**src/rtl/core/tcptt_pkg.sv**
```systemverilog
// Shared types and constants for the TCP connection timer table.
package tcptt_pkg;

  localparam int unsigned OpW   = 2;
  localparam int unsigned IdxW  = 4;
  localparam int unsigned StW   = 4;
  localparam int unsigned ActW  = 3;
  localparam int unsigned TmrW  = 16;
  localparam int unsigned RetW  = 8;
  localparam int unsigned RtoW  = 12;
  localparam int unsigned ShW   = 4;
  localparam int unsigned BoW   = RtoW + 8;
  localparam int unsigned CfgAW = 2;
  localparam int unsigned CfgDW = 16;

  localparam logic [OpW-1:0] OP_OPEN   = 2'd0;
  localparam logic [OpW-1:0] OP_UPDATE = 2'd1;
  localparam logic [OpW-1:0] OP_TICK   = 2'd2;

  localparam logic [StW-1:0] ST_CLOSED      = 4'd0;
  localparam logic [StW-1:0] ST_SYN_SENT    = 4'd2;
  localparam logic [StW-1:0] ST_SYN_RCVD    = 4'd3;
  localparam logic [StW-1:0] ST_ESTABLISHED = 4'd4;
  localparam logic [StW-1:0] ST_FIN_WAIT_2  = 4'd6;
  localparam logic [StW-1:0] ST_TIME_WAIT   = 4'd10;

  localparam logic [ActW-1:0] ACT_ACCEPTED   = 3'd0;
  localparam logic [ActW-1:0] ACT_SYN        = 3'd1;
  localparam logic [ActW-1:0] ACT_SYN_ACK    = 3'd2;
  localparam logic [ActW-1:0] ACT_RST_ACK    = 3'd3;
  localparam logic [ActW-1:0] ACT_RETRANSMIT = 3'd4;
  localparam logic [ActW-1:0] ACT_FREED      = 3'd5;
  localparam logic [ActW-1:0] ACT_DONE       = 3'd6;

  localparam logic [CfgAW-1:0] CFG_RTO_TICKS       = 2'd0;
  localparam logic [CfgAW-1:0] CFG_MAX_RETRIES     = 2'd1;
  localparam logic [CfgAW-1:0] CFG_SYN_MAX_RETRIES = 2'd2;
  localparam logic [CfgAW-1:0] CFG_WAIT_TIMEOUT    = 2'd3;

  typedef struct packed {
    logic [OpW-1:0]  operation;
    logic [IdxW-1:0] conn_index;
    logic [StW-1:0]  conn_state;
    logic            unacked_pending;
    logic            restart_timer;
  } req_t;

  typedef struct packed {
    logic [IdxW-1:0] out_index;
    logic [ActW-1:0] action;
    logic            last;
  } rsp_t;

  typedef struct packed {
    logic [StW-1:0]  proto_state;
    logic            unacked;
    logic [TmrW-1:0] timer;
    logic [RetW-1:0] retries;
  } entry_t;

endpackage

```
**src/rtl/core/tcptt_ram.sv**
```systemverilog
// Generic single-write, single-read RAM with registered read data.
module tcptt_ram #(
  parameter int unsigned Width = 8,
  parameter int unsigned Depth = 16
) (
  input  logic                                  clk_i,
  input  logic                                  we_i,
  input  logic [(Depth > 1 ? $clog2(Depth) : 1)-1:0] waddr_i,
  input  logic [Width-1:0]                      wdata_i,
  input  logic [(Depth > 1 ? $clog2(Depth) : 1)-1:0] raddr_i,
  output logic [Width-1:0]                      rdata_o
);

  logic [Width-1:0] mem_q [Depth];
  logic [Width-1:0] rdata_q;

  always_ff @(posedge clk_i) begin
    if (we_i) begin
      mem_q[waddr_i] <= wdata_i;
    end
    rdata_q <= mem_q[raddr_i];
  end

  assign rdata_o = rdata_q;

endmodule

```
**src/rtl/core/tcp_connection_timer_table.sv**
```systemverilog
// Top level of the TCP connection timer table.
//
//  channel  | signals                               | timing
//  ---------+---------------------------------------+-------------------------------
//  request  | start_i, req_i, busy_o                | taken when start_i & !busy_o
//  result   | result_valid_o, result_o              | one-cycle strobe, no back-pressure
//  config   | cfg_we_i, cfg_addr_i, cfg_wdata_i     | written on any edge with cfg_we_i
//
// Open writes the entry when accepted. Update reads the entry when accepted and then
// writes it back modified in the update state. A fast tick answers done from idle.
// A slow tick reads every entry in turn, the write back of each entry overlapping the
// read of the next, and ends with a done result. Every result is registered.
// Reset clears all valid bits, the tick phase and control state; config takes defaults.
// The result side cannot stall; busy_o is high only during update and slow tick.
module tcp_connection_timer_table #(
  parameter int unsigned ENTRIES     = 16,
  parameter int unsigned BACKOFF_CAP = 4
) (
  input  logic                                clk_i,
  input  logic                                rst_ni,
  input  logic                                start_i,
  output logic                                busy_o,
  input  tcptt_pkg::req_t                     req_i,
  output logic                                result_valid_o,
  output tcptt_pkg::rsp_t                     result_o,
  input  logic                                cfg_we_i,
  input  logic [tcptt_pkg::CfgAW-1:0]         cfg_addr_i,
  input  logic [tcptt_pkg::CfgDW-1:0]         cfg_wdata_i
);

  import tcptt_pkg::*;

  localparam int unsigned AW = (ENTRIES > 1) ? $clog2(ENTRIES) : 1;
  localparam int unsigned CW = $clog2(ENTRIES + 1);
  localparam int unsigned EW = $bits(entry_t);

  localparam logic [1:0] S_IDLE = 2'd0;
  localparam logic [1:0] S_UPD  = 2'd1;
  localparam logic [1:0] S_WALK = 2'd2;
  localparam logic [1:0] S_DONE = 2'd3;

  logic [1:0]         state_q, state_d;
  logic [CW-1:0]      rd_cnt_q, rd_cnt_d;
  logic               pend_q, pend_d;
  logic [AW-1:0]      pend_idx_q, pend_idx_d;
  req_t               req_q, req_d;
  logic [ENTRIES-1:0] valid_q, valid_d;
  logic               phase_q, phase_d;
  logic               rsp_valid_q, rsp_valid_d;
  rsp_t               rsp_q, rsp_d;

  logic [RtoW-1:0]    rto_q;
  logic [RetW-1:0]    max_ret_q;
  logic [RetW-1:0]    syn_max_q;
  logic [TmrW-1:0]    wait_to_q;

  logic               ram_we;
  logic [AW-1:0]      ram_waddr;
  logic [AW-1:0]      ram_raddr;
  entry_t             ram_wdata;
  logic [EW-1:0]      ram_rdata;
  entry_t             cur;

  logic               accept;
  logic [AW-1:0]      in_addr;
  logic               in_range;
  logic               in_valid;

  logic [TmrW-1:0]    tmr_inc;
  logic [ShW-1:0]     shamt;
  logic [BoW-1:0]     bo_full;
  logic [TmrW-1:0]    bo_tmr;
  logic               is_syn;
  logic               exhausted;

  function automatic rsp_t mk_rsp(logic [IdxW-1:0] idx, logic [ActW-1:0] act, logic lst);
    rsp_t r;
    r.out_index = idx;
    r.action    = act;
    r.last      = lst;
    return r;
  endfunction

  tcptt_ram #(
    .Width (EW),
    .Depth (ENTRIES)
  ) u_ram (
    .clk_i   (clk_i),
    .we_i    (ram_we),
    .waddr_i (ram_waddr),
    .wdata_i (ram_wdata),
    .raddr_i (ram_raddr),
    .rdata_o (ram_rdata)
  );

  assign cur      = entry_t'(ram_rdata);
  assign accept   = start_i && !busy_o;
  assign in_addr  = AW'(req_i.conn_index);
  assign in_range = 32'(req_i.conn_index) < ENTRIES;
  assign in_valid = in_range ? valid_q[in_addr] : 1'b0;

  assign tmr_inc   = cur.timer + TmrW'(1);
  assign shamt     = (cur.retries > RetW'(BACKOFF_CAP)) ? ShW'(BACKOFF_CAP)
                                                        : cur.retries[ShW-1:0];
  assign bo_full   = BoW'(rto_q) << shamt;
  assign bo_tmr    = (|bo_full[BoW-1:TmrW]) ? {TmrW{1'b1}} : bo_full[TmrW-1:0];
  assign is_syn    = (cur.proto_state == ST_SYN_SENT) || (cur.proto_state == ST_SYN_RCVD);
  assign exhausted = (cur.retries >= max_ret_q) || (is_syn && (cur.retries >= syn_max_q));

  always_comb begin
    state_d     = state_q;
    rd_cnt_d    = rd_cnt_q;
    pend_d      = 1'b0;
    pend_idx_d  = pend_idx_q;
    req_d       = req_q;
    valid_d     = valid_q;
    phase_d     = phase_q;
    rsp_valid_d = 1'b0;
    rsp_d       = rsp_q;
    ram_we      = 1'b0;
    ram_waddr   = in_addr;
    ram_raddr   = in_addr;
    ram_wdata   = cur;

    unique case (state_q)
      S_IDLE: begin
        if (accept) begin
          unique case (req_i.operation) inside
            OP_OPEN, OP_UPDATE: begin
              if (!in_range || (req_i.operation == OP_UPDATE && !in_valid)) begin
                rsp_valid_d = 1'b1;
                rsp_d       = mk_rsp(req_i.conn_index, ACT_FREED, 1'b1);
              end else if (req_i.operation == OP_OPEN) begin
                ram_we                = 1'b1;
                ram_wdata.proto_state = req_i.conn_state;
                ram_wdata.unacked     = req_i.unacked_pending;
                ram_wdata.timer       = TmrW'(rto_q);
                ram_wdata.retries     = '0;
                valid_d[in_addr]      = 1'b1;
                rsp_valid_d           = 1'b1;
                rsp_d                 = mk_rsp(req_i.conn_index, ACT_ACCEPTED, 1'b1);
              end else begin
                req_d   = req_i;
                state_d = S_UPD;
              end
            end
            OP_TICK: begin
              phase_d = ~phase_q;
              if (!phase_q) begin
                rd_cnt_d = '0;
                state_d  = S_WALK;
              end else begin
                rsp_valid_d = 1'b1;
                rsp_d       = mk_rsp('0, ACT_DONE, 1'b1);
              end
            end
            default: ;
          endcase
        end
      end
      S_UPD: begin
        ram_we                = 1'b1;
        ram_waddr             = AW'(req_q.conn_index);
        ram_wdata.proto_state = req_q.conn_state;
        ram_wdata.unacked     = req_q.unacked_pending;
        ram_wdata.timer       = req_q.restart_timer ? TmrW'(rto_q) : cur.timer;
        ram_wdata.retries     = req_q.restart_timer ? '0 : cur.retries;
        rsp_valid_d           = 1'b1;
        rsp_d                 = mk_rsp(req_q.conn_index, ACT_ACCEPTED, 1'b1);
        state_d               = S_IDLE;
      end
      S_WALK: begin
        ram_raddr = AW'(rd_cnt_q);
        if (rd_cnt_q < CW'(ENTRIES)) begin
          pend_d     = 1'b1;
          pend_idx_d = AW'(rd_cnt_q);
          rd_cnt_d   = rd_cnt_q + CW'(1);
        end else begin
          state_d = S_DONE;
        end
        if (pend_q && valid_q[pend_idx_q]) begin
          ram_we    = 1'b1;
          ram_waddr = pend_idx_q;
          if (cur.proto_state == ST_TIME_WAIT || cur.proto_state == ST_FIN_WAIT_2) begin
            ram_wdata.timer = tmr_inc;
            if (tmr_inc == wait_to_q) begin
              valid_d[pend_idx_q] = 1'b0;
              rsp_valid_d         = 1'b1;
              rsp_d               = mk_rsp(IdxW'(pend_idx_q), ACT_FREED, 1'b0);
            end
          end else if (cur.proto_state == ST_CLOSED) begin
            valid_d[pend_idx_q] = 1'b0;
            rsp_valid_d         = 1'b1;
            rsp_d               = mk_rsp(IdxW'(pend_idx_q), ACT_FREED, 1'b0);
          end else if (cur.unacked) begin
            if (cur.timer != '0) begin
              ram_wdata.timer = cur.timer - TmrW'(1);
            end else if (exhausted) begin
              ram_wdata.proto_state = ST_CLOSED;
              rsp_valid_d           = 1'b1;
              rsp_d                 = mk_rsp(IdxW'(pend_idx_q), ACT_RST_ACK, 1'b0);
            end else begin
              ram_wdata.timer   = bo_tmr;
              ram_wdata.retries = (&cur.retries) ? cur.retries : cur.retries + RetW'(1);
              case (cur.proto_state)
                ST_SYN_RCVD: begin
                  rsp_valid_d = 1'b1;
                  rsp_d       = mk_rsp(IdxW'(pend_idx_q), ACT_SYN_ACK, 1'b0);
                end
                ST_SYN_SENT: begin
                  rsp_valid_d = 1'b1;
                  rsp_d       = mk_rsp(IdxW'(pend_idx_q), ACT_SYN, 1'b0);
                end
                ST_ESTABLISHED: begin
                  rsp_valid_d = 1'b1;
                  rsp_d       = mk_rsp(IdxW'(pend_idx_q), ACT_RETRANSMIT, 1'b0);
                end
                default: ;
              endcase
            end
          end else if (cur.proto_state == ST_ESTABLISHED) begin
            rsp_valid_d = 1'b1;
            rsp_d       = mk_rsp(IdxW'(pend_idx_q), ACT_RETRANSMIT, 1'b0);
          end
        end
      end
      S_DONE: begin
        rsp_valid_d = 1'b1;
        rsp_d       = mk_rsp('0, ACT_DONE, 1'b1);
        state_d     = S_IDLE;
      end
      default: state_d = S_IDLE;
    endcase
  end

  always_ff @(posedge clk_i or negedge rst_ni) begin
    if (!rst_ni) begin
      state_q     <= S_IDLE;
      rd_cnt_q    <= '0;
      pend_q      <= 1'b0;
      valid_q     <= '0;
      phase_q     <= 1'b0;
      rsp_valid_q <= 1'b0;
    end else begin
      state_q     <= state_d;
      rd_cnt_q    <= rd_cnt_d;
      pend_q      <= pend_d;
      valid_q     <= valid_d;
      phase_q     <= phase_d;
      rsp_valid_q <= rsp_valid_d;
    end
  end

  always_ff @(posedge clk_i) begin
    pend_idx_q <= pend_idx_d;
    req_q      <= req_d;
    rsp_q      <= rsp_d;
  end

  always_ff @(posedge clk_i or negedge rst_ni) begin
    if (!rst_ni) begin
      rto_q     <= RtoW'(3);
      max_ret_q <= RetW'(12);
      syn_max_q <= RetW'(6);
      wait_to_q <= TmrW'(120);
    end else if (cfg_we_i) begin
      unique case (cfg_addr_i)
        CFG_RTO_TICKS:       rto_q     <= cfg_wdata_i[RtoW-1:0];
        CFG_MAX_RETRIES:     max_ret_q <= cfg_wdata_i[RetW-1:0];
        CFG_SYN_MAX_RETRIES: syn_max_q <= cfg_wdata_i[RetW-1:0];
        CFG_WAIT_TIMEOUT:    wait_to_q <= cfg_wdata_i[TmrW-1:0];
        default: ;
      endcase
    end
  end

  assign busy_o         = (state_q != S_IDLE);
  assign result_valid_o = rsp_valid_q;
  assign result_o       = rsp_q;

endmodule
```
**config.mk**
```make
export PLATFORM = sky130hd
export DESIGN_NAME = tcp_connection_timer_table
export DESIGN_NICKNAME = d
export VERILOG_FILES = /design/src/rtl/core/tcptt_pkg.sv /design/src/rtl/core/tcptt_ram.sv /design/src/rtl/core/tcp_connection_timer_table.sv
export SDC_FILE = /design/constraint.sdc
export NUM_CORES = 1
export LEC_CHECK = 0
export BUFFER_PORTS_ARGS = -buffer_cell sky130_fd_sc_hd__buf_2
export CORE_MARGIN = 1
export CORE_UTILIZATION = 60
export DETAILED_ROUTE_END_ITERATION = 8
export GPL_TIMING_DRIVEN = 0
export PLACE_DENSITY = 0.76
export SYNTH_ARGS = -nofsm -noshare
export SYNTH_HDL_FRONTEND = slang
export SYNTH_HIERARCHICAL = 1
export SYNTH_SLANG_ARGS = --single-unit
export TNS_END_PERCENT = 30
```
**constraint.sdc**
```tcl
create_clock -name clk_i -period 9 [get_ports clk_i]
set_clock_uncertainty 0.1 [all_clocks]
set_input_delay 0.9 -clock clk_i [delete_from_list [all_inputs] [get_ports clk_i]]
set_output_delay 0.9 -clock clk_i [all_outputs]
set_load 0.005 [all_outputs]
```
Word-level counts from Yosys, hierarchy flattened
Memory sizes are Yosys's and may differ from the RTL's. A register that Yosys moved wholly into a read port is not among the register bits.
Index checks and enable logic that the tools add are counted.
{ "totals": {"n_memories": 1, "ramBits": 464, "out_inout_bits": 10, "word_cells": 203, "regBits": 92} }
{ "mem_list": {"columns": ["name", "words", "word_bits", "read_ports", "rd_ports_with_merged_regs", "write_ports", "line_no", "rtl"], "rows": [
  ["u_ram.mem_q", 16, 29, 1, 1, 1, "tcptt_ram.sv:14", "logic [Width-1:0] mem_q [Depth];"]
]} }
{ "classes": {"n_addsub": 4, "n_mux": 97, "shift": 1, "bitwise_logic": 6, "order_cmp": 8, "eq_ne": 34, "reduce_logical": 34} }
{ "op_table": {"columns": ["operator", "count"], "rows": [
  ["16-bit 2-to-1 mux", 12],
  ["8-bit 2-to-1 mux", 16],
  ["29-bit 2-to-1 mux", 4],
  ["24-bit 2-to-1 mux", 4],
  ["24-bit case mux with 3 select lines", 1],
  ["4-bit 2-to-1 mux", 9],
  ["16-bit case mux with 2 select lines", 1],
  ["8-bit case mux with 4 select lines", 1],
  ["1-bit 2-to-1 mux", 25],
  ["8-bit case mux with 3 select lines", 1],
  ["5-bit 2-to-1 mux", 4],
  ["12-bit by 4-bit left shift with 20-bit output", 1],
  ["3-bit inequality test, second input constant", 6],
  ["16-bit by 1-bit adder with 16-bit output, second input constant", 1],
  ["16-bit bitwise AND", 1],
  ["16-bit equality test", 1],
  ["8-bit greater-or-equal comparator", 2],
  ["2-bit inequality test, second input constant", 8],
  ["16-bit inverter", 1],
  ["16-bit bitwise OR", 1],
  ["8-bit case mux with 2 select lines", 1],
  ["8-bit AND reduction", 2],
  ["16-bit nonzero test", 1],
  ["16-bit by 1-bit subtractor with 16-bit output, second input constant", 1],
  ["other kinds (42)", 79]
]} }

Logic depth before layout (Yosys ltp)
{ "logic_depth": {"depth_word": 12, "mapped_depth": 13, "ltp_nobuf": 10} }

By module
The synthesis kept the hierarchy.
{ "modules_own_cells": {"columns": ["mod", "cells_each", "area_each_um2", "n_inst"], "rows": [
  ["tcptt_ram", 761, 18032.3, 1],
  ["tcp_connection_timer_table", 913, 7801.2, 1]
]} }

Least setup slack after synthesis
OpenSTA, ideal clock, no wires.
{ "synth_path": {"path_kind": "input to register", "start": "input port start_i", "end": "memory u_ram/mem_q[0][0] in the netlist's numbering (enable)", "cell_stages": 6, "n_path_buf": 1, "arrival_ps": 4222, "slack_ps": 4227, "cell_sequence": "nand2_1 or3_1 clkbuf_1 a31oi_1 or3b_2 nor3_1"} }
{ "synth_via": {"elab_chain_len": 5} }
{ "synth_lines": {"columns": ["element", "line_no", "rtl"], "rows": [
  ["from (decl)", "tcp_connection_timer_table.sv:21", "input logic start_i,"],
  ["1-bit logical AND", "tcp_connection_timer_table.sv:97", "assign accept = start_i && !busy_o;"],
  ["1-bit 2-to-1 mux", "tcp_connection_timer_table.sv:127", "if (accept) begin"],
  ["1-bit case mux with 3 select lines", "tcp_connection_timer_table.sv:125", "unique case (state_q)"],
  ["via ram_we", "tcp_connection_timer_table.sv:57", "logic ram_we;"],
  ["1-bit 2-to-1 mux", "tcptt_ram.sv:18", "if (we_i) begin"],
  ["1-bit 2-to-1 mux (not written as such)", "tcptt_ram.sv:19", "mem_q[waddr_i] <= wdata_i;"],
  ["to (decl)", "tcptt_ram.sv:14", null]
]} }
The timed path passes the listed nets, and every way through them passes these cells.

==> run metrics <==
status=complete, no violations; share of the synthesized area in the top cell type=between 50% and 60%; Resized cells post-CTS=0; FMAX=roughly 0.19 GHz; cell area after synthesis=~26000 µm²; share of the yosys chip area belonging to registers=between 60% and 70%; synth top area cells=edfxtp_1 56%, mux4_2 10%, dfrtp_1 5.8%; drt total wl=67600 µm; Core Box Area=42200 µm²; Reg area=roughly 17000 µm²; height of the die=210 µm; global route overflow=0; Final HPWL DP=45700 µm; clock sink count=585; Async S/R FF share, synth=12.0%; syn_area_per_cell=15.4 µm²; Setup CP Type=register to register; Post-Layout Cell Count=2398; reg2reg start=u_ram/rdata_o[0]; vias in the first global route=16400; Design Area, Final=29300 µm²; total iterations of the first detailed-routing run=6; via/cell ratio=between 6 and 7; area of the multi-input gates=approximately 8400 µm²; post-synthesis cell count=1674; Die X=210 µm; GRT Util Overall=31.6%; Yosys cell types=82; # rows=75; Worst-Margin Slew=around 1.4 ns; Fin Setup TNS=0 ns; EDFF count, synth=486; register bit total from synthesis=585; total die area=43900 µm²; Clock Path Buffers=3; largest net degree at the start of global routing=between 70 and 80; required time of the critical path=9.11 ns; DRT iter0 DRCs=2032; layout cells sized above 1=22.1%; Syn-to-layout area delta=13.3%; Top Ports=44; syn nets=1735; gr busiest metal=met2; Clk pin slew, worst setup/hold paths=approximately 0.06 ns; endpoint type of the worst setup path=register; CTS Hold Bufs=0; via count=~16000; GR Util met2=around 50%; GRT met3 Usage=5.15%; post-synth top area cell=edfxtp_1; I/O Buffers=43; initial antenna violation count=0; Synth Warn #=6; CTS tree=built; ANT nets after route=0; CP startpoint=u_ram/rdata_o[0]; dominant synthesized flop cell=edfxtp_1; placed instance area=27400 µm²; Max Slew Vio Count=0; Max VDD drop=0.220 mV; arrival time worst endpoint=5.27 ns; starting density of the core=between 60 and 70%; H-tree Lvls=2; Worst-Skew Late Latency=0.63 ns; Hold Violations, Final=0; Worst setup endpoint=u_ram/mem_q[12][8]; NumNets Final=1873; r2r setup slk=3.84 ns; Root Buffer=clkbuf_16; Avg WL per Cell=28.2 µm; startpoint types=register; Final Cycle Share=57.3%; met1 Use GR=44.3%; endpoints failing setup=0; pwr/cell area=348 nW/µm²; total CTS buffers=57; first-pass GRT wire length=102000 µm; Cells after DPL=2292; Post-CTS Setup Inserts=0; max_slew headroom=7.66%; worst min path class=primary input to asynchronous set/reset pin; # fillers=approximately 2700; P_leak=10.1 nW; FF-to-FF path depth=13; Total Power=10.2 mW; RePlAce Congestion=0.944; antenna cells=0; CP max FO=16; final core utilization=69.3%; RR Endpoint=u_ram/mem_q[12][8]; max cap viols=0; Final Critical Period=5.16 ns; Residual DRC=0; RSZ-0062 raised after global routing=false
## synth_stat cells (27+ instances only)
library cell and n:
mux2_2 50, nor2_1 74, inv_1 36, mux4_2 116, o21ai_0 73, nand3_1 32
clkbuf_1 69, a22oi_1 80, dfrtp_1 60, a21oi_1 64, dfxtp_1 29, ha_1 27
mux2i_1 33, edfxtp_1 486, nand2_1 97
## per-stage QoR
stage | hold WS [ns] | setup WS (ns)
5_1_grt | 0.345 | 3.77
3_3_place_gp | 0.390 | 1.67
2_1_floorplan | 0.379 | 4.23
4_1_cts | 0.315 | 3.99
6_report | 0.276 | 3.84
3_5_place_dp | 0.394 | 4.01
## layout make-up
cell class	instances	share of cell area (%)
repair buffers	79	2.53
clock inverters	31	1.06
flip-flops and latches	585	57.9
multi-input cells	945	28.7
plain buffers	107	1.75
inverters	37	0.475
well taps	539	2.30
clock buffers	75	5.28
## metal layers
metal	share of wire [%]	up-vias
met5	0	-
met4	3.4	0
met3	9.0	172
met2	48	958
met1	40	8312
li1	-	6976
## flip-flops by register name, indices dropped and copies added (netlist names), 4 cells and up
register	cells
syn_max_q	8
rto_q	12
pend_idx_q	4
max_ret_q	8
u_ram/rdata_o	29
result_o	8
rd_cnt_q	5
valid_q	16
wait_to_q	16
u_ram/mem_q	464
req_q	10
## how the worst min path moves through the flow
stage,to
after global routing,req_q[0]
after CTS,valid_q[15]
after detailed placement,max_ret_q[6]
after floorplan,max_ret_q[1]
after global placement,syn_max_q[6]
final,valid_q[9]
## cell usage in the layout (no fill, tap or decap), types with 50 or more instances in the layout
cell	count
a21oi_1	64
a22oi_1	80
buf_2	67
clkbuf_1	83
clkbuf_16	58
dfrtp_1	60
edfxtp_1	486
mux2_2	50
mux4_2	116
nand2_1	97
nor2_1	62
o21ai_0	69
## worst max-delay path, cell delays in order, from the launching register on
cell      delay (ns)
dfxtp_1         0.39
buf_2           0.26
inv_1           0.19
ha_1            0.30
nand2b_1        0.14
a21o_1          0.18
a211o_1         0.32
a221oi_2        0.65
o21ai_0         0.46
buf_2           0.33
buf_1           0.32
a21oi_1         0.29
o221ai_1        0.16
o211ai_1        0.65
## cell families (layout without fill, tap and decap cells)
logic type	after synthesis	after routing	share of synthesized area (%)
AOI/OAI and AO/OA	342	342	8.76
xor gates and xnor gates	19	19	0.644
adders and majority gates	27	27	1.31
buffers and inverters	144	329	2.52
DFF	585	585	65.6
muxes	206	206	14.2
and+or+nand+nor	351	351	6.96
## report_power, final
part | switching, mW | total, mW | internal, mW
clock | 1.03 | 2.36 | 1.33
combinational | 2.39 | 3.56 | 1.17
sequential | 0.274 | 4.26 | 3.99
total | 3.69 | 10.2 | 6.49
(Power assumes the default switching activity.)
